[src/rtl/srd_pkg.sv]
// Shared types and constants of the screen difference refresh block.
package srd_pkg;

  typedef enum logic [1:0] {
    CMD_CURSOR_OFF = 2'd0,
    CMD_GOTO       = 2'd1,
    CMD_WRITE      = 2'd2,
    CMD_CURSOR_ON  = 2'd3
  } srd_cmd_e;

  typedef enum logic [0:0] {
    CFG_COLUMNS = 1'b0,
    CFG_ROWS    = 1'b1
  } srd_cfg_e;

  localparam logic [7:0] SPACE_CHAR    = 8'h20;
  localparam logic [7:0] RESET_COLUMNS = 8'd80;
  localparam logic [6:0] RESET_ROWS    = 7'd25;

  // Commands produced by one item, in emission order: off, cursor fix, write, on.
  typedef struct packed {
    logic       off;
    logic       pre;
    logic       pre_goto;
    logic       wr;
    logic       on;
    logic [5:0] row;
    logic [6:0] col;
    logic [7:0] pre_char;
    logic [7:0] wr_char;
  } srd_bundle_t;

endpackage

[src/rtl/srd_cmd_emit.sv]
// Command register that hands out the pending commands of one item, one per transfer.
module srd_cmd_emit (
  input  logic                 clk_i,
  input  logic                 rst_ni,
  input  logic                 load_i,
  input  srd_pkg::srd_bundle_t bundle_i,
  output logic                 empty_o,
  output logic                 valid_o,
  input  logic                 ready_i,
  output srd_pkg::srd_cmd_e    kind_o,
  output logic [5:0]           row_o,
  output logic [6:0]           col_o,
  output logic [7:0]           char_o,
  output logic                 last_o
);
  import srd_pkg::*;

  // Pending bits from low to high: cursor off, cursor fix, write, cursor on.
  logic [3:0] pend_q, pend_d;
  logic       pre_goto_q;
  logic [5:0] row_q;
  logic [6:0] col_q;
  logic [7:0] pre_char_q;
  logic [7:0] wr_char_q;
  logic [3:0] sel;

  assign valid_o = pend_q != 4'd0;
  assign empty_o = !valid_o;

  always_comb begin
    sel    = 4'd0;
    kind_o = CMD_CURSOR_ON;
    row_o  = 6'd0;
    col_o  = 7'd0;
    char_o = 8'd0;
    if (pend_q[0]) begin
      sel    = 4'b0001;
      kind_o = CMD_CURSOR_OFF;
    end else if (pend_q[1]) begin
      sel = 4'b0010;
      if (pre_goto_q) begin
        kind_o = CMD_GOTO;
        row_o  = row_q;
        col_o  = col_q;
      end else begin
        kind_o = CMD_WRITE;
        char_o = pre_char_q;
      end
    end else if (pend_q[2]) begin
      sel    = 4'b0100;
      kind_o = CMD_WRITE;
      char_o = wr_char_q;
    end else if (pend_q[3]) begin
      sel    = 4'b1000;
      kind_o = CMD_CURSOR_ON;
    end
    last_o = (pend_q & ~sel) == 4'd0;

    pend_d = pend_q;
    if (load_i) begin
      pend_d = {bundle_i.on, bundle_i.wr, bundle_i.pre, bundle_i.off};
    end else if (valid_o && ready_i) begin
      pend_d = pend_q & ~sel;
    end
  end

  always_ff @(posedge clk_i or negedge rst_ni) begin
    if (!rst_ni) begin
      pend_q <= 4'd0;
    end else begin
      pend_q <= pend_d;
    end
  end

  always_ff @(posedge clk_i) begin
    if (load_i) begin
      pre_goto_q <= bundle_i.pre_goto;
      row_q      <= bundle_i.row;
      col_q      <= bundle_i.col;
      pre_char_q <= bundle_i.pre_char;
      wr_char_q  <= bundle_i.wr_char;
    end
  end

endmodule

[config.mk]
export PLATFORM = sky130hd
export DESIGN_NAME = srd_cmd_emit
export DESIGN_NICKNAME = d
export VERILOG_FILES = /design/src/rtl/srd_pkg.sv /design/src/rtl/srd_cmd_emit.sv
export SDC_FILE = /design/constraint.sdc
export NUM_CORES = 1
export LEC_CHECK = 0
export ABC_CLOCK_PERIOD_IN_PS = 2550
export BUFFER_PORTS_ARGS = -buffer_cell sky130_fd_sc_hd__buf_2
export CORE_MARGIN = 1
export CORE_UTILIZATION = 45
export CTS_BUF_LIST = sky130_fd_sc_hd__clkbuf_8 sky130_fd_sc_hd__clkbuf_16
export DETAILED_ROUTE_END_ITERATION = 6
export GPL_TIMING_DRIVEN = 0
export PLACE_DENSITY = 0.89
export SLEW_MARGIN = 0
export SYNTH_ARGS = -nofsm -noshare
export SYNTH_HDL_FRONTEND = slang
export SYNTH_SLANG_ARGS = --single-unit
[constraint.sdc]
create_clock -name clk_i -period 2.55 [get_ports clk_i]
set_input_delay 0.255 -clock clk_i [delete_from_list [all_inputs] [get_ports clk_i]]
set_output_delay 0.255 -clock clk_i [all_outputs]
set_load 0.005 [all_outputs]
==> results of run 1 <==
## synth_stat cells
cell | count | area share
a21oi_1 | 11 | 0.039
and2_1 | 13 | 0.057
and2b_1 | 1 | 0.0053
and3b_1 | 1 | 0.0062
buf_2 | 3 | 0.011
clkbuf_1 | 3 | 0.0079
clkbuf_2 | 1 | 0.0035
dfrtp_1 | 4 | 0.071
edfxtp_1 | 30 | 0.64
inv_1 | 1 | 0.0026
inv_2 | 1 | 0.0026
maj3_1 | 1 | 0.0071
mux2i_1 | 1 | 0.0071
nand2_1 | 4 | 0.011
nand2b_1 | 2 | 0.0088
nand3b_1 | 16 | 0.085
nor2_1 | 1 | 0.0026
nor3b_1 | 1 | 0.0053
o21ai_0 | 3 | 0.011
o31ai_1 | 1 | 0.0053
or2_2 | 1 | 0.0044
or3_1 | 1 | 0.0044
or4_4 | 1 | 0.0079
## registers in the layout, summed over array words and instances, names as in the netlist
signal      count
pend_q          4
col_q           7
pre_goto_q      1
wr_char_q       8
pre_char_q      8
row_q           6
## power groups by stage
stage	Sequential (mW)	Combinational [mW]	Clock, mW
after floorplan	0.679	0.0674	0
after global placement	0.682	0.135	0
after detailed placement	0.684	0.141	0
after CTS	0.673	0.143	0.379
after global routing	0.676	0.157	0.403
final	0.672	0.142	0.368
## critical path: stages (launching register included)
cell and delay, ns:
dfrtp_1 0.42, buf_2 0.20, or2_2 0.30, a21oi_1 0.15, buf_2 0.13
## worst paths after layout
check                      cells after the start          from   endpoint
setup reg to reg                               3     pend_q[1]  pend_q[2]
hold / removal                                 1  bundle_i[16]   col_q[0]
setup / recovery                               4     pend_q[2]  kind_o[0]
max in group asynchronous                      2        rst_ni  pend_q[2]
min in group asynchronous                      2        rst_ni  pend_q[0]
hold reg to reg                                2     pend_q[2]  pend_q[2]
## metrics by stage
step           power, mW  std cells
2_1_floorplan      0.746        102
6_report            1.18        218
4_1_cts             1.20        218
5_1_grt             1.24        218
3_5_place_dp       0.826        209
3_3_place_gp       0.817        209
## kinds of logic (layout without fill, tap and decap cells)
group,count (synthesis),count (layout)
buffers and inverters,9,81
flip-flops,34,34
AO/OA/AOI/OAI,15,15
AND/OR/NAND/NOR,42,42
adder cells (fa/ha/maj),1,1
multiplexers,1,1
## layout by cell type (no fill, tap or decap)
master,count
a21oi_1,11
and2_1,13
and2b_1,1
and3b_1,1
buf_2,66
clkbuf_1,3
clkbuf_2,1
clkbuf_8,5
clkinv_1,1
clkinv_2,1
clkinvlp_4,1
dfrtp_1,4
dlygate4sd3_1,1
edfxtp_1,30
inv_1,1
inv_2,1
maj3_1,1
mux2i_1,1
nand2_1,4
nand2b_1,2
nand3b_1,16
nor2_1,1
nor3b_1,1
o21ai_0,3
o31ai_1,1
or2_2,1
or3_1,1
or4_4,1
## per-layer routing
metal  GRT usage  vias to the layer above  share of wire
met5           0                        -              0
met4      0.0544                        0              0
met3      0.0647                        0          0.056
met2       0.276                       40           0.52
met1       0.193                      467           0.42
li1            -                      509              -
## cell type report
| type | instances | area, um2 |
|---|---|---|
| Buffer | 7 | 31.3 |
| Clock buffer | 5 | 68.8 |
| Clock inverter | 3 | 16.3 |
| Fill cell | 255 | 1140 |
| Inverter | 2 | 7.51 |
| Multi-Input combinational cell | 59 | 378 |
| Sequential cell | 34 | 1000 |
| Tap cell | 44 | 55.1 |
| Timing Repair Buffer | 64 | 325 |
## repair_timing
action | CTS | global route
setup endpoints to repair | 0 | 0
setup buffers | 0 | 0
resized for setup | 0 | 0
hold endpoints to repair | 4 | 0
hold buffers | 1 | 0
==> results.cfg, run 1 <==
[floorplan]
core-area_um2 = 3030
ios = 64
fp.dieArea_um2 = 3380
die_w_um = 58.1
rows = 20
start_util = 0.468
die_y_um = 58.1

[final_layout]
finalNetCount = 211
syn2layout_area_growth_pct = 32.8
postLayoutCellArea_um2 = 1880
final_util = 0.622
diodes = 0
drive_gt1_frac = 0.443

[drt]
drtIter0Drc = 37
vias_per_cell = 4.66
wl_um = 2640
routedWlPerCell_um = 12.1
detail-route-antenna-nets = 0
vias = 1016
drtPass1Iterations = 4
drc_errors = 0

[pwr]
peakVddDrop_uv = 412
switching_share = 0.225
p_leak_nw = 0.824
clock_power_share = 0.311
p_per_area_nw_per_um2 = 627
netSwitchingPower_uw = 266
internal_power_uw = 916
combinationalPowerShare = 0.120
sequentialPowerShare = 0.569

[yosys]
netlist_instances = 102
yosysWarnings = 0
syn-num-nets = 140
synth_top_family_by_area = simple AND/OR/NAND/NOR gates
synth.area.mux_share = 0.00706
synth-seq-area-share = 0.706
syn_area_um2 = 1420
synth.avg_cell_area_um2 = 13.9
ys_ff_latch = 34
yosysUniqueCellTypes = 23
synthAdderAreaFrac = 0.00706
synth_compound_area_frac = 0.0547
synthXorXnorAreaFrac = 0
synth-simple-area-share = 0.198

[placement]
placed_area_um2 = 1790
place_ws_ns = 1.00
finalWeightedCongestion = 0.769
port_buffers = 63

[timing]
tightestPinTransition_ns = 0.666
fin_crit_sh = 0.675
setup_ws_ns = 0.828
min_period_ns = 1.72
fmax_mhz = 581
hold_violations = 0
rsz0062_at_grt = no
slew_viol_final = 0
clock_skew_ns = 0.000549
finalSetupTns_ns = 0
setup_viol = 0
slew_headroom = 0.556
timing.hold.ws_ns = 0.146

[worst_setup_path]
cp.arrival_ns = 1.47
cp_max_fo = 10
regToRegSetupSlack_ns = 1.43
end_kind = output port
worst-setup-path-type = flop to output port
cp.required_ns = 2.30
start_kind = flop

[grt]
grt_pass1_vias = 976
grt_pass1_wl_um = 4020
grt_max_degree = 32
antenna_found_initial = 0
grt.overflow.total = 0
grt_usage = 0.164

[clock_network]
htree_levels = 2
cts_made_buffers = 5
clk_pin_slew_ns = 0.07
cts_sinks = 34
clk_latency_ns = 0.27
cts_tree = done
clock_path_buffers = 2
root_buffer = clkbuf_8

[run]
drv_cap = 0

[run_status]
status = finished, final reports clean

[min_path]
hp-class = input pin to flop
Note: power is estimated with default switching activity, not from simulation.
==> inputs of run 2 (changes only) <==
--- a/config.mk
+++ b/config.mk
@@ -5,7 +5,7 @@
 export SDC_FILE = /design/constraint.sdc
 export NUM_CORES = 1
 export LEC_CHECK = 0
-export ABC_CLOCK_PERIOD_IN_PS = 2550
+export ABC_CLOCK_PERIOD_IN_PS = 1700
 export BUFFER_PORTS_ARGS = -buffer_cell sky130_fd_sc_hd__buf_2
 export CORE_MARGIN = 1
 export CORE_UTILIZATION = 45
==> constraint.sdc (replaced) <==
create_clock -name clk_i -period 1.7 [get_ports clk_i]
set_input_delay 0.17 -clock clk_i [delete_from_list [all_inputs] [get_ports clk_i]]
set_output_delay 0.17 -clock clk_i [all_outputs]
set_load 0.005 [all_outputs]
==> run 2 against run 1 <==
  * Count of clock-buffer cells in the layout stayed put
  * Clock power up 50%
  * Non-clock buffer count unchanged
  * Final cell count stayed put
  * Worst setup slack worse by 0.75 ns
  * Routed wire length unchanged
  * Highest routed layer unchanged
==> results.cfg, run 2 (synthesis gave the netlist of run 1 again) <==
[drt]
drtIter0Drc = 37
vias = 1015
routedWlPerCell_um = 12.1
vias_per_cell = 4.66
drtPass1Iterations = 4
wl_um = 2640
drc_errors = 0
detail-route-antenna-nets = 0

[timing]
slew_headroom = 0.556
rsz0062_at_grt = no
fmax_mhz = 617
setup_viol = 0
slew_viol_final = 0
min_period_ns = 1.62
tightestPinTransition_ns = 0.666
fin_crit_sh = 0.953
clock_skew_ns = 0.000549
hold_violations = 0
finalSetupTns_ns = 0

[final_layout]
finalNetCount = 211
drive_gt1_frac = 0.443
postLayoutCellArea_um2 = 1890
top_regs = pre_char_q: 8 flops, wr_char_q: 8 flops, col_q: 7 flops
syn2layout_area_growth_pct = 33.2
diodes = 0
mostFrequentLayoutCells = buf_2 (65), edfxtp_1 (30), nand3b_1 (16), and2_1 (13), a21oi_1 (11)
final_common_cell = buf_2
fillers = 253

[clock_network]
clock_path_buffers = 2
cts_sinks = 34
post_cts_buffers = 0
cts_tree = done
clk_pin_slew_ns = 0.07
htree_levels = 2
clk_latency_ns = 0.27
cts_made_buffers = 5
root_buffer = clkbuf_8

[floorplan]
core-area_um2 = 3030
die_w_um = 58.1
fp.dieArea_um2 = 3380
start_util = 0.468
rows = 20
die_y_um = 58.1
ios = 64

[placement]
finalWeightedCongestion = 0.769
port_buffers = 63
placed_area_um2 = 1790

[pwr]
peakVddDrop_uv = 618
p_leak_nw = 0.825
power_mw = 1.77
p_per_area_nw_per_um2 = 940

[grt]
grt.overflow.total = 0
grt_pass1_wl_um = 4020
grt_usage = 0.164
antenna_found_initial = 0
grt_pass1_vias = 976
grt_max_degree = 32

[worst_setup_path]
cp.required_ns = 1.53
end_kind = output port
cp.arrival_ns = 1.45
start_kind = flop
worst-setup-path-type = flop to output port
cp_max_fo = 10

[run_status]
status = finished, final reports clean

[min_path]
hp-class = input pin to flop

[run]
drv_cap = 0
-- run 2: timing repair --
action / in CTS / in global routing
endpoints found under the hold margin: 4 / 0
gates resized for setup: 0 / 4
endpoints found under the setup margin: 0 / 9
hold buffers: 1 / 0
-- run 2: cell type report --
type,count,area [um2],area share
Timing Repair Buffer,64,325,0.172
Buffer,7,36.3,0.0192
Sequential cell,34,1000,0.530
Clock buffer,5,68.8,0.0364
Multi-Input combinational cell,59,378,0.200
Tap cell,44,55.1,0.0292
Clock inverter,3,16.3,0.00861
Inverter,2,7.51,0.00398
-- run 2: critical path, stage by stage (launching register included) --
cell	delay, ns
dfrtp_1	0.42
buf_4	0.19
or2_2	0.29
a21oi_1	0.15
buf_2	0.13
-- run 2: final timing paths --
kind / from / to / slack (ns) / depth (start not counted)
min in group asynchronous: rst_ni / pend_q[0] / 0.22 / 2
max: pend_q[2] / kind_o[0] / 0.08 / 4
min: bundle_i[16] / col_q[0] / 0.06 / 1
min reg2reg: pend_q[2] / pend_q[2] / 0.62 / 2
max reg2reg: pend_q[1] / pend_q[2] / 0.60 / 3
max in group asynchronous: rst_ni / pend_q[2] / 1.36 / 2
-- run 2: layer usage --
| metal | vias to the layer above | global-route usage | wire length [um] |
|---|---|---|---|
| met2 | 40 | 0.276 | 1380 |
| li1 | 509 | - | - |
| met5 | - | 0 | 0 |
| met3 | 0 | 0.0647 | 149 |
| met4 | 0 | 0.0544 | 0 |
| met1 | 466 | 0.193 | 1110 |
-- run 2: report_power, final --
group / switching (mW) / leakage, nW / total [mW] / internal, mW
clock network: 0.272 / 0.0416 / 0.551 / 0.280
registers: 0.0255 / 0.343 / 1.01 / 0.983
logic: 0.102 / 0.440 / 0.214 / 0.113
-- run 2: through the flow --
stage	setup WS [ns]	hold slack, ns	util	instances
after floorplan	0.515	-0.126	-	102
final	0.0792	0.0611	0.624	218
after global placement	0.295	-0.0269	0.590	209
after global routing	0.00472	0.0445	0.624	218
after detailed placement	0.235	-0.0227	0.590	209
after CTS	0.0506	0.0513	0.622	218
==> inputs of run 3 (changes only) <==
--- a/config.mk
+++ b/config.mk
@@ -5,7 +5,7 @@
 export SDC_FILE = /design/constraint.sdc
 export NUM_CORES = 1
 export LEC_CHECK = 0
-export ABC_CLOCK_PERIOD_IN_PS = 1700
+export ABC_CLOCK_PERIOD_IN_PS = 2000
 export BUFFER_PORTS_ARGS = -buffer_cell sky130_fd_sc_hd__buf_2
 export CORE_MARGIN = 1
 export CORE_UTILIZATION = 45
@@ -13,6 +13,8 @@
 export DETAILED_ROUTE_END_ITERATION = 6
 export GPL_TIMING_DRIVEN = 0
 export PLACE_DENSITY = 0.89
+export REMOVE_ABC_BUFFERS = 1
+export SKIP_LAST_GASP = 1
 export SLEW_MARGIN = 0
 export SYNTH_ARGS = -nofsm -noshare
 export SYNTH_HDL_FRONTEND = slang
==> constraint.sdc (replaced) <==
create_clock -name clk_i -period 2 [get_ports clk_i]
set_input_delay 0.2 -clock clk_i [delete_from_list [all_inputs] [get_ports clk_i]]
set_output_delay 0.2 -clock clk_i [all_outputs]
set_load 0.005 [all_outputs]
==> run 3 against run 2 <==
  * Utilization down 0.95 points
  * Sequential power down 13%
  * Worst hold slack better by 0.024 ns
  * Register-to-register slack better by 0.22 ns
  * Largest cell class unchanged
==> results.cfg, run 3 (synthesis gave the netlist of run 1 again) <==
[final_layout]
finalNetCount = 204
top_regs = pre_char_q: 8 flops, wr_char_q: 8 flops, col_q: 7 flops
drive_gt1_frac = 0.443
mostFrequentLayoutCells = buf_2 (63), edfxtp_1 (30), nand3b_1 (16), and2_1 (13), a21oi_1 (11)
syn2layout_area_growth_pct = 31.2
final_common_cell = buf_2
fillers = 249
diodes = 0

[grt]
antenna_found_initial = 0
grt_max_degree = 39
met3_usage = 0.0804
grt_pass1_vias = 913
grt.overflow.total = 0
use_met2 = 0.279
busiest_layer = met2
met1_usage = 0.158
grt_pass1_wl_um = 3860
grt_usage = 0.163

[timing]
clock_skew_ns = 0.000497
fmax_mhz = 548
hold_violations = 0
finalSetupTns_ns = 0
slew_viol_final = 0
setup_ws_ns = 0.174
timing.hold.ws_ns = 0.0848
fin_crit_sh = 0.913
rsz0062_at_grt = no
min_period_ns = 1.83
slew_headroom = 0.494
setup_viol = 0
tightestPinTransition_ns = 0.759

[worst_setup_path]
end_kind = output port
reg2reg_depth = 2
worst_path_largest_cell_delay_ns = 0.62
start_kind = flop
cp.depth = 3
path_delay_family = simple AND/OR/NAND/NOR gates
cp.required_ns = 1.80
cp.arrival_ns = 1.63
crit_chain = or4_4, inv_2, buf_2
cp_max_fo = 16
worst-setup-path-type = flop to output port
slowest_stage = or4_4
critical_path_buf_inv_count = 2

[floorplan]
rows = 20
fp.dieArea_um2 = 3380
start_util = 0.468
core-area_um2 = 3030
ios = 64
die_y_um = 58.1
die_w_um = 58.1

[drt]
drc_errors = 0
drtPass1Iterations = 3
wl_um = 2480
vias_per_cell = 4.71
routedWlPerCell_um = 11.8
detail-route-antenna-nets = 0
vias = 993
drtIter0Drc = 8

[clock_network]
root_buffer = clkbuf_8
cts_tree = done
clk_pin_slew_ns = 0.06
cts_made_buffers = 5
cts_sinks = 34
htree_levels = 2
clock_path_buffers = 2
post_cts_buffers = 0
clk_latency_ns = 0.28

[placement]
place_ws_ns = 0.336
dp_hpwl_um = 1720
finalWeightedCongestion = 0.644
port_buffers = 63

[pwr]
p_per_area_nw_per_um2 = 823
p_leak_nw = 0.812
peakVddDrop_uv = 550

[run_status]
status = finished, final reports clean

[min_path]
hp-class = input pin to flop
whs_path_depth = 1

[run]
drv_cap = 0
-- run 3: stage by stage --
stage	util	std cells	power (mW)	cell area (um2)
after detailed placement	0.580	202	1.05	1760
after floorplan	-	95	0.942	1390
final	0.614	211	1.53	1860
after global routing	0.614	211	1.61	1860
after global placement	0.580	202	1.03	1760
after CTS	0.614	211	1.56	1860
-- run 3: final cells by class --
cell class	instances	area, um2	share of cell area
clock buffer	6	82.6	0.0444
clock inverter	2	8.76	0.00471
inverter	2	7.51	0.00404
multi-input combinational	59	378	0.203
sequential	34	1000	0.539
tap	44	55.1	0.0296
timing repair buffer	64	325	0.175
-- run 3: final timing paths --
kind                       slack [ns]       endpoint         start
min in group asynchronous        0.24      pend_q[1]        rst_ni
max in group asynchronous        1.63      pend_q[1]        rst_ni
hold reg to reg                  0.61      pend_q[3]     pend_q[3]
hold / removal                   0.08  pre_char_q[7]  bundle_i[15]
setup reg to reg                 0.82      pend_q[1]     pend_q[0]
setup / recovery                 0.17        empty_o     pend_q[0]
-- run 3: report_power, final --
group	switching, mW	internal (mW)	leakage, nW
logic	0.0655	0.0882	0.418
registers	0.0395	0.836	0.342
clock network	0.229	0.272	0.0524
-- run 3: per-layer routing --
layer / part of all wire / vias up
li1: - / 495
met1: 0.41 / 437
met2: 0.48 / 56
met3: 0.092 / 5
met4: 0.018 / 0
met5: 0 / -
-- run 3: worst reg2reg max path, delay by kind of cell (launching register included) --
family	cells	cell delay (ns)
simple gates	1	0.24
compound gates	1	0.19
flops	1	0.65
-- run 3: repair_timing --
action | CTS | global route
resized for setup | 0 | 1
setup endpoints to repair | 0 | 13
hold buffers | 1 | 0
endpoints found under the hold margin | 4 | 0
