==> src/rtl/srd_pkg.sv <==
// Shared types and constants of the screen difference refresh block.
package srd_pkg;

  typedef enum logic [1:0] {
    CMD_CURSOR_OFF = 2'd0,
    CMD_GOTO       = 2'd1,
    CMD_WRITE      = 2'd2,
    CMD_CURSOR_ON  = 2'd3
  } srd_cmd_e;

  typedef enum logic [0:0] {
    CFG_COLUMNS = 1'b0,
    CFG_ROWS    = 1'b1
  } srd_cfg_e;

  localparam logic [7:0] SPACE_CHAR    = 8'h20;
  localparam logic [7:0] RESET_COLUMNS = 8'd80;
  localparam logic [6:0] RESET_ROWS    = 7'd25;

  // Commands produced by one item, in emission order: off, cursor fix, write, on.
  typedef struct packed {
    logic       off;
    logic       pre;
    logic       pre_goto;
    logic       wr;
    logic       on;
    logic [5:0] row;
    logic [6:0] col;
    logic [7:0] pre_char;
    logic [7:0] wr_char;
  } srd_bundle_t;

endpackage

==> src/rtl/srd_diff_stage.sv <==
// Compare stage: checks the stored character, tracks the cursor and writes the store back.
module srd_diff_stage #(
  parameter int unsigned RW = 6,
  parameter int unsigned CW = 7
) (
  input  logic                clk_i,
  input  logic                rst_ni,
  input  logic                acc_i,
  input  logic [7:0]          char_i,
  input  logic [RW-1:0]       row_i,
  input  logic [CW-1:0]       col_i,
  input  logic                first_i,
  input  logic                last_i,
  output logic                ready_o,
  input  logic [7:0]          rd_data_i,
  input  logic                emit_empty_i,
  output logic                fire_o,
  output logic                wr_en_o,
  output logic [RW+CW-1:0]    wr_addr_o,
  output logic [7:0]          wr_data_o,
  output srd_pkg::srd_bundle_t bundle_o
);
  import srd_pkg::*;

  logic          valid_q, valid_d;
  logic [7:0]    char_q;
  logic [RW-1:0] row_q;
  logic [CW-1:0] col_q;
  logic          first_q;
  logic          last_q;
  logic          fwd_q;
  logic [7:0]    fwd_char_q;

  logic [7:0]    prev_char_q, prev_char_d;
  logic          known_q, known_d;
  logic [RW-1:0] cur_row_q, cur_row_d;
  logic [CW:0]   cur_col_q, cur_col_d;

  logic          fire;
  logic          fwd_d;
  logic [7:0]    stored;
  logic          known;
  logic          diff;
  logic          at_pos;
  logic          adj;
  logic [CW:0]   col_ext;

  assign fire    = valid_q && emit_empty_i;
  assign fire_o  = fire;
  assign ready_o = !valid_q || fire;
  assign fwd_d   = fire && ({row_q, col_q} == {row_i, col_i});
  assign stored  = fwd_q ? fwd_char_q : rd_data_i;
  assign col_ext = {1'b0, col_q};

  always_comb begin
    known  = first_q ? 1'b0 : known_q;
    diff   = stored != char_q;
    at_pos = known && (cur_row_q == row_q) && (cur_col_q == col_ext);
    adj    = known && (cur_row_q == row_q) && ((cur_col_q + (CW+1)'(1)) == col_ext);

    valid_d     = valid_q;
    prev_char_d = prev_char_q;
    known_d     = known_q;
    cur_row_d   = cur_row_q;
    cur_col_d   = cur_col_q;
    if (fire) begin
      valid_d     = 1'b0;
      prev_char_d = char_q;
      known_d     = known;
      if (diff) begin
        known_d   = 1'b1;
        cur_row_d = row_q;
        cur_col_d = col_ext + (CW+1)'(1);
      end
    end
    if (acc_i) begin
      valid_d = 1'b1;
    end

    bundle_o.off      = first_q;
    bundle_o.pre      = diff && !at_pos;
    bundle_o.pre_goto = !adj;
    bundle_o.wr       = diff;
    bundle_o.on       = last_q;
    bundle_o.row      = 6'(row_q);
    bundle_o.col      = 7'(col_q);
    bundle_o.pre_char = prev_char_q;
    bundle_o.wr_char  = char_q;
  end

  assign wr_en_o   = fire && diff;
  assign wr_addr_o = {row_q, col_q};
  assign wr_data_o = char_q;

  always_ff @(posedge clk_i or negedge rst_ni) begin
    if (!rst_ni) begin
      valid_q     <= 1'b0;
      prev_char_q <= 8'd0;
      known_q     <= 1'b0;
      cur_row_q   <= '0;
      cur_col_q   <= '0;
    end else begin
      valid_q     <= valid_d;
      prev_char_q <= prev_char_d;
      known_q     <= known_d;
      cur_row_q   <= cur_row_d;
      cur_col_q   <= cur_col_d;
    end
  end

  always_ff @(posedge clk_i) begin
    if (acc_i) begin
      char_q     <= char_i;
      row_q      <= row_i;
      col_q      <= col_i;
      first_q    <= first_i;
      last_q     <= last_i;
      fwd_q      <= fwd_d;
      fwd_char_q <= char_q;
    end
  end

endmodule

==> config.mk <==
export PLATFORM = sky130hd
export DESIGN_NAME = srd_diff_stage
export DESIGN_NICKNAME = d
export VERILOG_FILES = /design/src/rtl/srd_pkg.sv /design/src/rtl/srd_diff_stage.sv
export SDC_FILE = /design/constraint.sdc
export NUM_CORES = 1
export LEC_CHECK = 0
export BUFFER_PORTS_ARGS = -buffer_cell sky130_fd_sc_hd__buf_2
export CORE_ASPECT_RATIO = 1.25
export CORE_MARGIN = 5
export CORE_UTILIZATION = 35
export CTS_CLUSTER_SIZE = 40
export DETAILED_ROUTE_END_ITERATION = 12
export GPL_ROUTABILITY_DRIVEN = 0
export PLACE_DENSITY = 0.62
export SLEW_MARGIN = 5
export SYNTH_ARGS = -nofsm -noshare
export SYNTH_HDL_FRONTEND = slang
export SYNTH_SLANG_ARGS = --single-unit
==> constraint.sdc <==
create_clock -name clk_i -period 3.6 [get_ports clk_i]
set_input_delay 0.36 -clock clk_i [delete_from_list [all_inputs] [get_ports clk_i]]
set_output_delay 0.36 -clock clk_i [all_outputs]
set_load 0.05 [all_outputs]
==> metrics.csv, run 1 <==
stage,metric,value,unit
run_status,status,"complete, no violations",
setup_path,path_class,reg2out,
global_routing,grt_usage,11.62,%
cells_and_area,multi_input_comb_area,1056,um2
yosys,ys_seq_area_share,54.98,%
sta,fmax,325.8,MHz
die,die_h,110.7,um
yosys,ys_ff_latch,56,
global_routing,grt_overflow,0,
global_routing,grt_pass1_wl,9.673,mm
clock_network,cts_buffers,5,
setup_path,crit_chain,mux2i_1 -> xnor2_1 -> nor4_2 -> a21oi_2 -> buf_2,
clock_network,cts.clk_slew.worst_paths,0.09,ns
drt,vias_per_cell,4.725,
setup_path,critPathMaxFanout,16,
yosys,yosysMostFrequentCell,edfxtp_1,
die,coreArea,7883,um2
yosys,synth_nets,249,
clock_network,worstSkewPairLatency,0.29,ns
yosys,synthFlopType,edfxtp_1,
sta,final_max_slew_viol_count,0,
clock_network,cts_buffer_depth,2,
global_routing,grt_util_met1,15.12,%
clock_network,cts_tree,built,
yosys,synth.avg_cell_area,13.40,um2
setup_path,critPathMaxStageDelay,0.85,ns
drt,wl_per_cell,15.78,um
cells_and_area,finalNonFillerCells,378,
die,rows,36,
global_routing,grtUsageMet3,2.240,%
sta,worstMarginPinSlew,1.081,ns
sta,layout_min_cycle_time,3.069,ns
yosys,synth_top_cells_by_count,"edfxtp_1, xnor2_1, buf_4, dfrtp_1, xor2_1",
clock_network,clock-sinks,56,
setup_path,worstPathArrival,2.71,ns
drt,ant_nets,0,
cells_and_area,area_growth_syn_to_layout,16.04,%
power_and_ir_drop,powerDensity,505.3,nW/um2
sta,hold_violations,0,
cells_and_area,fin_nets,319,
yosys,yosysUniqueCellTypes,39,
yosys,synth_top_area_share,33.83,%
placement,dp.final_hpwl,4.508,mm
sta,rsz0062_at_grt,false,
yosys,synth_edf_count,32,
setup_path,slowest_stage,a21oi_2,
setup_path,crit_path_start_kind,flop,
power_and_ir_drop,finalPower,0.001665,W
clock_network,htree_num_levels,2,
global_routing,grt_max_degree,34,
yosys,synth_largest_area_cell,edfxtp_1,
cells_and_area,drive_above_1_share,40.99,%
drt,vias,1786,
drt,wl,5.965,mm
flow_run,maxCapViolations,0,
clock_network,clock-root-buffer,clkbuf_8,
yosys,synth-warning-count,0,
die,fp.dieW,90.57,um
drt,first_pass_iters,4,
drt,dr.first_iter.drc_count,113,
clock_network,ctsHoldBuffers,0,
setup_path,end_kind,output port,
global_routing,grt-busiest-layer,met2,
die,pin_count,93,
die,die_area,10030,um2
clock_network,cts_setup_buffers,0,
drt,drt_drc_violations_left,0,
cells_and_area,ff_latch_area,1562,um2
worst_hold_path,worst_hold_path_type,in2async,
yosys,synth_area,2840,um2
power_and_ir_drop,p_leak,1.387,nW
cells_and_area,fillCellCount,735,
sta,fin_crit_sh,85.25,%
sta,relSlewSlack,27.96,%
power_and_ir_drop,peakVddDrop,0.0002558,V
placement,placedCellCount,370,
die,start_util,36.03,%
yosys,synthTopCellsByArea,"edfxtp_1, dfrtp_1, xnor2_1, buf_4, xor2_1",
placement,numPortBuffers,92,
global_routing,antenna_found_initial,0,
clock_network,ctsResizeCount,0,
yosys,synthCells,212,
sta,setup_violations,0,
global_routing,grt_pass1_vias,1854,
global_routing,grtUsageMet2,19.68,%
yosys,async_reset_ff_share,42.86,%
sta,fin_tns_setup,0,ns
sta,skew,0.002637,ns
cells_and_area,n_antenna_cell,0,
setup_path,cp.required,3.24,ns
==> cell usage in the layout (no fill, tap or decap), drive strengths merged, types with 2 or more instances in the layout <==
cell,instances
and2,2
and3,3
and4,2
buf,93
clkbuf,7
dfrtp,24
edfxtp,32
ha,2
inv,3
mux2,20
mux2i,10
nand2,6
nand2b,2
nand3,5
nand4,2
nor2,3
nor2b,2
nor4,7
o21ai,2
xnor2,27
xor2,15
==> layer usage <==
metal / routed length, um / vias to the layer above
li1: - / 868
met1: 2534 / 855
met2: 3029 / 63
met3: 401 / 0
met4: 0 / 0
met5: 0 / -
==> power breakdown <==
group / internal (W) / leakage [nW] / switching, W
sequential: 0.000760 / 0.594 / 0.0000828
clock: 0.000136 / 0.0399 / 0.000185
combinational: 0.000173 / 0.753 / 0.000329
==> registers in the layout (all words and copies together) (netlist names) <==
name and count:
col_q 7, cur_col_q 8, cur_row_q 6, first_q 1
fwd_char_q 8, fwd_q 1, known_q 1, last_q 1
prev_char_q 8, row_q 6, valid_q 1, wr_data_o 8
==> logic make-up after synthesis <==
| family | after synthesis | synth area share (%) |
|---|---|---|
| DFF | 56 | 54.98 |
| and+or+nand+nor | 38 | 8.150 |
| adders and majority gates | 2 | 0.8809 |
| AOI/OAI and AO/OA | 11 | 2.952 |
| muxes | 30 | 12.25 |
| buffers and inverters | 33 | 7.841 |
| xor gates and xnor gates | 42 | 12.95 |
==> critical path, delay by kind of cell (launching register included) <==
kind,cells,cell delay (ns)
AND/OR/NAND/NOR,1,0.08
buffers and inverters,1,0.42
XOR/XNOR,1,0.16
AO/OA/AOI/OAI,1,0.85
multiplexers,1,0.27
flip-flops,1,0.62
==> final timing paths <==
path / to / slack, ns / startpoint / cells past startpoint
max: wr_en_o / 0.53 / fwd_q$_DFFE_PP_ / 5
min: prev_char_q[4]$_DFFE_PN0P_ / 0.06 / rst_ni / 1
max reg2reg: cur_row_q[2]$_DFFE_PN0P_ / 1.08 / fwd_q$_DFFE_PP_ / 5
min reg2reg: known_q$_DFFE_PN0P_ / 0.49 / known_q$_DFFE_PN0P_ / 1
max in group asynchronous: prev_char_q[3]$_DFFE_PN0P_ / 3.15 / rst_ni / 1
min in group clk_i: wr_data_o[4]$_DFFE_PP_ / 0.23 / char_i[4] / 1
==> metrics by stage <==
stage / instance area (um2) / setup WS, ns / util, % / hold slack (ns)
6_report: 3296 / 0.5308 / 41.81 / 0.05502
5_1_grt: 3296 / 0.2859 / 41.81 / 0.09121
4_1_cts: 3296 / 0.4932 / 41.81 / 0.06621
3_5_place_dp: 3216 / 0.8352 / 40.79 / 0.3945
3_3_place_gp: 3216 / 0.8618 / 40.79 / 0.3976
2_1_floorplan: 2840 / 0.8707 / - / 0.06441
==> final cells by class <==
class,instances,area share [%]
flip-flops and latches,56,47.38
clock buffers,7,2.316
repair buffers,93,14.20
well taps,95,3.607
inverters,3,0.3417
multi-input cells,123,32.04
clock inverters,1,0.1139
(Power assumes the default switching activity.)
==> inputs of run 2 (changes only) <==
--- a/config.mk
+++ b/config.mk
@@ -5,6 +5,7 @@
 export SDC_FILE = /design/constraint.sdc
 export NUM_CORES = 1
 export LEC_CHECK = 0
+export ABC_CLOCK_PERIOD_IN_PS = 3600
 export BUFFER_PORTS_ARGS = -buffer_cell sky130_fd_sc_hd__buf_2
 export CORE_ASPECT_RATIO = 1.25
 export CORE_MARGIN = 5
@@ -13,6 +14,7 @@
 export DETAILED_ROUTE_END_ITERATION = 12
 export GPL_ROUTABILITY_DRIVEN = 0
 export PLACE_DENSITY = 0.62
+export REMOVE_ABC_BUFFERS = 1
 export SLEW_MARGIN = 5
 export SYNTH_ARGS = -nofsm -noshare
 export SYNTH_HDL_FRONTEND = slang
==> metrics.csv, run 2 (same netlist as run 1, synthesis figures left out) <==
stage,metric,value,unit
clock_network,cts_buffer_depth,2,
cells_and_area,design_area,3312,um2
drt,wl,5.853,mm
setup_path,crit_path_start_kind,flop,
placement,numPortBuffers,92,
global_routing,antenna_found_initial,0,
drt,wl_per_cell,15.48,um
setup_path,crit_chain,mux2i_1 -> xnor2_1 -> nor4_2 -> a21oi_2 -> buf_4 -> buf_2,
die,pin_count,93,
setup_path,reg2reg_depth,6,
worst_hold_path,worst_hold_path_type,in2async,
setup_path,path_class,reg2out,
die,fp.dieW,90.57,um
drt,dr.first_iter.drc_count,37,
clock_network,htree_num_levels,2,
placement,dp.final_hpwl,4.535,mm
clock_network,cts.clk_slew.worst_paths,0.11,ns
drt,drt_drc_violations_left,0,
sta,final_max_slew_viol_count,0,
run_status,status,"complete, no violations",
cells_and_area,fin_nets,319,
drt,vias,1807,
cells_and_area,most-common-layout-cells,"buf_2, edfxtp_1, xnor2_1, dfrtp_1, xor2_1",
setup_path,critPathMaxStageDelay,0.61,ns
die,die_h,110.7,um
clock_network,clock-root-buffer,clkbuf_8,
setup_path,worstPathArrival,2.33,ns
global_routing,grt_usage,11.72,%
clock_network,cts_tree,built,
setup_path,reg2reg_from,fwd_q$_DFFE_PP_,
placement,placedCellCount,370,
drt,first_pass_iters,4,
cells_and_area,n_antenna_cell,0,
setup_path,cp.required,3.24,ns
power_and_ir_drop,p_leak,1.399,nW
flow_run,maxCapViolations,0,
placement,post_dp_cell_area,3216,um2
cells_and_area,drive_above_1_share,42.05,%
global_routing,grt_pass1_wl,9.625,mm
sta,fmax,371.5,MHz
clock_network,cts_buffers,5,
clock_network,cts_setup_buffers,0,
global_routing,grt_overflow,0,
setup_path,rrSetupSlack,1.42,ns
sta,worstMarginPinSlew,0.7549,ns
setup_path,critPathMaxFanout,13,
sta,fin_crit_sh,74.78,%
sta,skew,0.01257,ns
sta,hold_violations,0,
cells_and_area,fillCellCount,750,
clock_network,ctsHoldBuffers,0,
clock_network,clock-sinks,56,
sta,worst_hold_slack,0.02990,ns
setup_path,slowest_stage,edfxtp_1,
sta,relSlewSlack,49.67,%
cells_and_area,ff_latch_area,1562,um2
cells_and_area,finalNonFillerCells,378,
sta,rsz0062_at_grt,false,
cells_and_area,area_growth_syn_to_layout,16.61,%
die,rows,36,
die,die_area,10030,um2
global_routing,grt_max_degree,34,
sta,layout_min_cycle_time,2.692,ns
die,start_util,36.03,%
cells_and_area,multi_input_comb_area,1056,um2
global_routing,grt_pass1_vias,1918,
clock_network,worstSkewPairLatency,0.31,ns
setup_path,end_kind,output port,
clock_network,ctsResizeCount,0,
drt,vias_per_cell,4.780,
sta,fin_tns_setup,0,ns
die,coreArea,7883,um2
drt,ant_nets,0,
power_and_ir_drop,powerDensity,513.7,nW/um2
sta,setup_violations,0,
power_and_ir_drop,peakVddDrop,0.0002944,V
cells_and_area,layout_commonest_cell,buf_2,
cells_and_area,fin_util,42.02,%
setup_path,worstReg2RegEnd,cur_row_q[2]$_DFFE_PN0P_,
[run 2: cell types whose count changed in the layout (fill, tap and decap cells not counted)]
cell / previous run / this run
clkbuf_1: 2 / 0
clkbuf_8: 5 / 6
clkinv_1: 1 / 0
clkinv_2: 0 / 1
inv_6: 0 / 1
[run 2: critical path, delay by kind of cell (launching register included)]
| kind | cells | cell delay, ns |
|---|---|---|
| muxes | 1 | 0.29 |
| xor gates and xnor gates | 1 | 0.17 |
| AOI/OAI and AO/OA | 1 | 0.26 |
| buffers and inverters | 2 | 0.60 |
| DFF | 1 | 0.61 |
| and+or+nand+nor | 1 | 0.09 |
[run 2: power breakdown]
part | total, W | internal, W | switching (W) | leakage, nW
clock network | 0.000359 | 0.000158 | 0.000201 | 0.0516
registers | 0.000842 | 0.000760 | 0.0000827 | 0.594
logic | 0.000500 | 0.000172 | 0.000328 | 0.753
total | 0.00170 | 0.00109 | 0.000612 | 1.40
[run 2: worst max-delay path by stage]
| stage | cells after the start | slack, ns | startpoint | endpoint |
|---|---|---|---|---|
| after floorplan | 4 | 0.40 | wr_data_o[5]$_DFFE_PP_ | bundle_o[32] |
| after global placement | 6 | 1.30 | fwd_q$_DFFE_PP_ | wr_en_o |
| after detailed placement | 6 | 1.22 | fwd_q$_DFFE_PP_ | wr_en_o |
| after CTS | 6 | 0.86 | fwd_q$_DFFE_PP_ | wr_en_o |
| after global routing | 6 | 0.77 | fwd_q$_DFFE_PP_ | wr_en_o |
| final | 6 | 0.91 | fwd_q$_DFFE_PP_ | wr_en_o |
[run 2: final cells by class]
cell class	instances	share of cell area [%]
Tap cell	95	3.589
Clock inverter	2	0.4156
Inverter	3	0.3400
Sequential cell	56	47.15
Clock buffer	6	2.493
Multi-Input combinational cell	123	31.89
Timing Repair Buffer	93	14.13
[run 2: routing by layer]
metal,part of all wire (%),track usage [%]
met1,42,13.92
met2,52,20.99
met3,4.7,2.037
met4,1.7,4.071
met5,0,0
[run 2: stage by stage]
stage | total power (W) | setup WS (ns)
global route | 0.001786 | 0.7662
CTS | 0.001723 | 0.8622
global placement | 0.001357 | 1.299
detailed placement | 0.001364 | 1.218
floorplan | 0.001223 | 0.4035
finish | 0.001701 | 0.9081
==> inputs of run 3 (changes only) <==
--- a/config.mk
+++ b/config.mk
@@ -5,7 +5,8 @@
 export SDC_FILE = /design/constraint.sdc
 export NUM_CORES = 1
 export LEC_CHECK = 0
-export ABC_CLOCK_PERIOD_IN_PS = 3600
+export ABC_AREA = 1
+export ABC_CLOCK_PERIOD_IN_PS = 2500
 export BUFFER_PORTS_ARGS = -buffer_cell sky130_fd_sc_hd__buf_2
 export CORE_ASPECT_RATIO = 1.25
 export CORE_MARGIN = 5
@@ -13,7 +14,7 @@
 export CTS_CLUSTER_SIZE = 40
 export DETAILED_ROUTE_END_ITERATION = 12
 export GPL_ROUTABILITY_DRIVEN = 0
-export PLACE_DENSITY = 0.62
+export PLACE_DENSITY = 0.61
 export REMOVE_ABC_BUFFERS = 1
 export SLEW_MARGIN = 5
 export SYNTH_ARGS = -nofsm -noshare
==> constraint.sdc (replaced) <==
create_clock -name clk_i -period 2.5 [get_ports clk_i]
set_input_delay 0.25 -clock clk_i [delete_from_list [all_inputs] [get_ports clk_i]]
set_output_delay 0.25 -clock clk_i [all_outputs]
set_load 0.05 [all_outputs]
==> metrics.csv, run 3 <==
stage,metric,value,unit
run_status,status,"complete, no violations",
setup_path,worstPathArrival,2.09,ns
die,coreArea,8606,um2
clock_network,worstSkewPairLatency,0.30,ns
yosys,synthTopCellsByArea,"edfxtp_1, dfrtp_1, nand2_1, buf_4, xor2_1",
global_routing,grt_pass1_vias,2344,
sta,hold_violations,0,
yosys,yosysUniqueCellTypes,31,
clock_network,cts_buffers,5,
yosys,synth-warning-count,0,
sta,final_max_slew_viol_count,0,
setup_path,crit_path_start_kind,flop,
setup_path,cp.required,2.25,ns
cells_and_area,n_antenna_cell,0,
die,start_util,35.37,%
placement,placedCellCount,518,
clock_network,cts.clk_slew.worst_paths,0.09,ns
yosys,ys_ff_latch,56,
worst_hold_path,worst_hold_path_type,in2reg,
global_routing,grt_pass1_wl,10.96,mm
worst_hold_path,min_path_cells,1,
drt,vias_per_cell,4.479,
yosys,synth_area,3044,um2
clock_network,cts_tree,built,
sta,rsz0062_at_grt,false,
yosys,yosysMostFrequentCell,nand2_1,
cells_and_area,fin_nets,446,
yosys,synth_top_cells_by_count,"nand2_1, inv_1, edfxtp_1, nand3_1, buf_4",
cells_and_area,most-common-layout-cells,"buf_2, nand2_1, inv_1, edfxtp_1, nand3_1",
sta,skew,0.002485,ns
sta,fin_tns_setup,0,ns
setup_path,reg2reg_from,fwd_q$_DFFE_PP_,
placement,numPortBuffers,92,
flow_run,maxCapViolations,0,
global_routing,grt_usage,12.92,%
sta,fin_crit_sh,93.43,%
sta,worstMarginPinSlew,0.7596,ns
setup_path,end_kind,output port,
yosys,synthFlopType,edfxtp_1,
setup_path,worst_path_most_repeated_cell,nand2_1,
sta,relSlewSlack,49.36,%
setup_path,reg2reg_depth,11,
setup_path,slowest_stage,edfxtp_1,
cells_and_area,layout_commonest_cell,buf_2,
yosys,ys_seq_area_share,51.29,%
clock_network,clock-sinks,56,
yosys,synth_largest_area_cell,edfxtp_1,
drt,dr.first_iter.drc_count,74,
setup_path,worstReg2RegEnd,known_q$_DFFE_PN0P_,
clock_network,cts_buffer_depth,2,
yosys,synth_top_area_share,31.57,%
die,die_area,10670,um2
die,fp.dieW,93.42,um
clock_network,clock-root-buffer,clkbuf_8,
worst_hold_path,hold_start,char_i[1],
drt,wl_per_cell,12.88,um
setup_path,critPathMaxFanout,17,
power_and_ir_drop,p_leak,1.798,nW
drt,vias,2374,
setup_path,crit_chain,buf_4 -> inv_8 -> nand2_2 -> nand2_1 -> nand2_1 -> nand2_1 -> nand2_2 -> nor2_4 -> nand2_4 -> nand2_4 -> inv_1 -> buf_2,
cells_and_area,drive_above_1_share,30.49,%
setup_path,rrSetupSlack,0.77,ns
yosys,synth.avg_cell_area,9.142,um2
power_and_ir_drop,powerDensity,668.6,nW/um2
clock_network,htree_num_levels,2,
setup_path,critPathMaxStageDelay,0.43,ns
global_routing,grt_max_degree,34,
cells_and_area,finalNonFillerCells,530,
yosys,synthCells,333,
power_and_ir_drop,peakVddDrop,0.0002370,V
worst_hold_path,min_to,wr_data_o[1]$_DFFE_PP_,
die,pin_count,93,
setup_path,path_class,reg2out,
sta,fmax,428.1,MHz
sta,layout_min_cycle_time,2.336,ns
yosys,synth_edf_count,32,
drt,drt_drc_violations_left,0,
drt,wl,6.825,mm
cells_and_area,area_growth_syn_to_layout,17.30,%
placement,dp.final_hpwl,5.193,mm
yosys,async_reset_ff_share,42.86,%
sta,setup_violations,0,
drt,first_pass_iters,4,
die,die_h,114.3,um
cells_and_area,fillCellCount,858,
die,rows,38,
drt,ant_nets,0,
global_routing,antenna_found_initial,0,
global_routing,grt_overflow,0,
==> run 3: how the worst max path moves through the flow <==
| stage | startpoint | endpoint | slack, ns | cells past startpoint |
|---|---|---|---|---|
| after floorplan | wr_data_o[6]$_DFFE_PP_ | wr_en_o | 0.1 | 8 |
| after global placement | fwd_q$_DFFE_PP_ | wr_en_o | 0.46 | 11 |
| after detailed placement | fwd_q$_DFFE_PP_ | wr_en_o | 0.39 | 11 |
| after CTS | fwd_q$_DFFE_PP_ | wr_en_o | 0.04 | 11 |
| after global routing | fwd_q$_DFFE_PP_ | wr_en_o | 0.009 | 12 |
| final | fwd_q$_DFFE_PP_ | wr_en_o | 0.16 | 12 |
==> run 3: cell type report <==
cell class                      instances  area, um2  area share, %
Timing Repair Buffer                   98      508.0          14.23
Clock buffer                            8      90.09          2.523
Multi-Input combinational cell        207       1100          30.80
Sequential cell                        56       1562          43.73
Tap cell                              120      150.1          4.205
Inverter                               41      161.4          4.520
==> run 3: cell families (layout without fill, tap and decap cells) <==
| logic type | count (synthesis) | after routing | synth area share (%) |
|---|---|---|---|
| adder cells (fa/ha/maj) | 2 | 2 | 0.8219 |
| XOR/XNOR | 23 | 23 | 6.617 |
| flip-flops | 56 | 56 | 51.29 |
| buffers and inverters | 70 | 147 | 12.58 |
| AO/OA/AOI/OAI | 20 | 20 | 4.111 |
| AND/OR/NAND/NOR | 162 | 162 | 24.58 |
==> run 3: power breakdown <==
group / leakage, nW / internal, W / switching (W) / total, W
Sequential: 0.607 / 0.00108 / 0.000101 / 0.00118
Clock: 0.0455 / 0.000227 / 0.000283 / 0.000510
Combinational: 1.15 / 0.000198 / 0.000497 / 0.000695
Total: 1.80 / 0.00151 / 0.000881 / 0.00239
==> run 3: per-layer routing <==
layer	vias up	part of all wire, %	global-route usage [%]
li1	1198	-	-
met1	1091	40	15.43
met2	76	51	22.76
met3	9	7.1	2.301
met4	0	2.1	5.279
met5	-	0	0
==> run 3: metrics by stage <==
| stage | power (W) | hold WS [ns] | utilization, % | worst slack [ns] | cell area, um2 |
|---|---|---|---|---|---|
| 6_report | 0.002388 | 0.1150 | 41.49 | 0.1643 | 3571 |
| 5_1_grt | 0.002522 | 0.1009 | 41.49 | 0.008823 | 3571 |
| 4_1_cts | 0.002419 | 0.1013 | 41.23 | 0.04380 | 3548 |
| 2_1_floorplan | 0.001700 | -0.04559 | - | 0.09599 | 2823 |
| 3_3_place_gp | 0.001890 | 0.2813 | 40.07 | 0.4607 | 3448 |
| 3_5_place_dp | 0.001903 | 0.2816 | 40.07 | 0.3923 | 3448 |
==> run 3: critical path: cells and delay by family, from the launching register on <==
family / cells / cell delay, ns
flip-flops: 1 / 0.43
AND/OR/NAND/NOR: 8 / 0.82
buffers and inverters: 4 / 0.53
==> run 3: repair_timing <==
item | in CTS | in global routing
resized for setup | 0 | 0
hold buffers | 1 | 0
setup buffers | 0 | 3
hold endpoints to repair | 24 | 0
endpoints found under the setup margin | 0 | 2
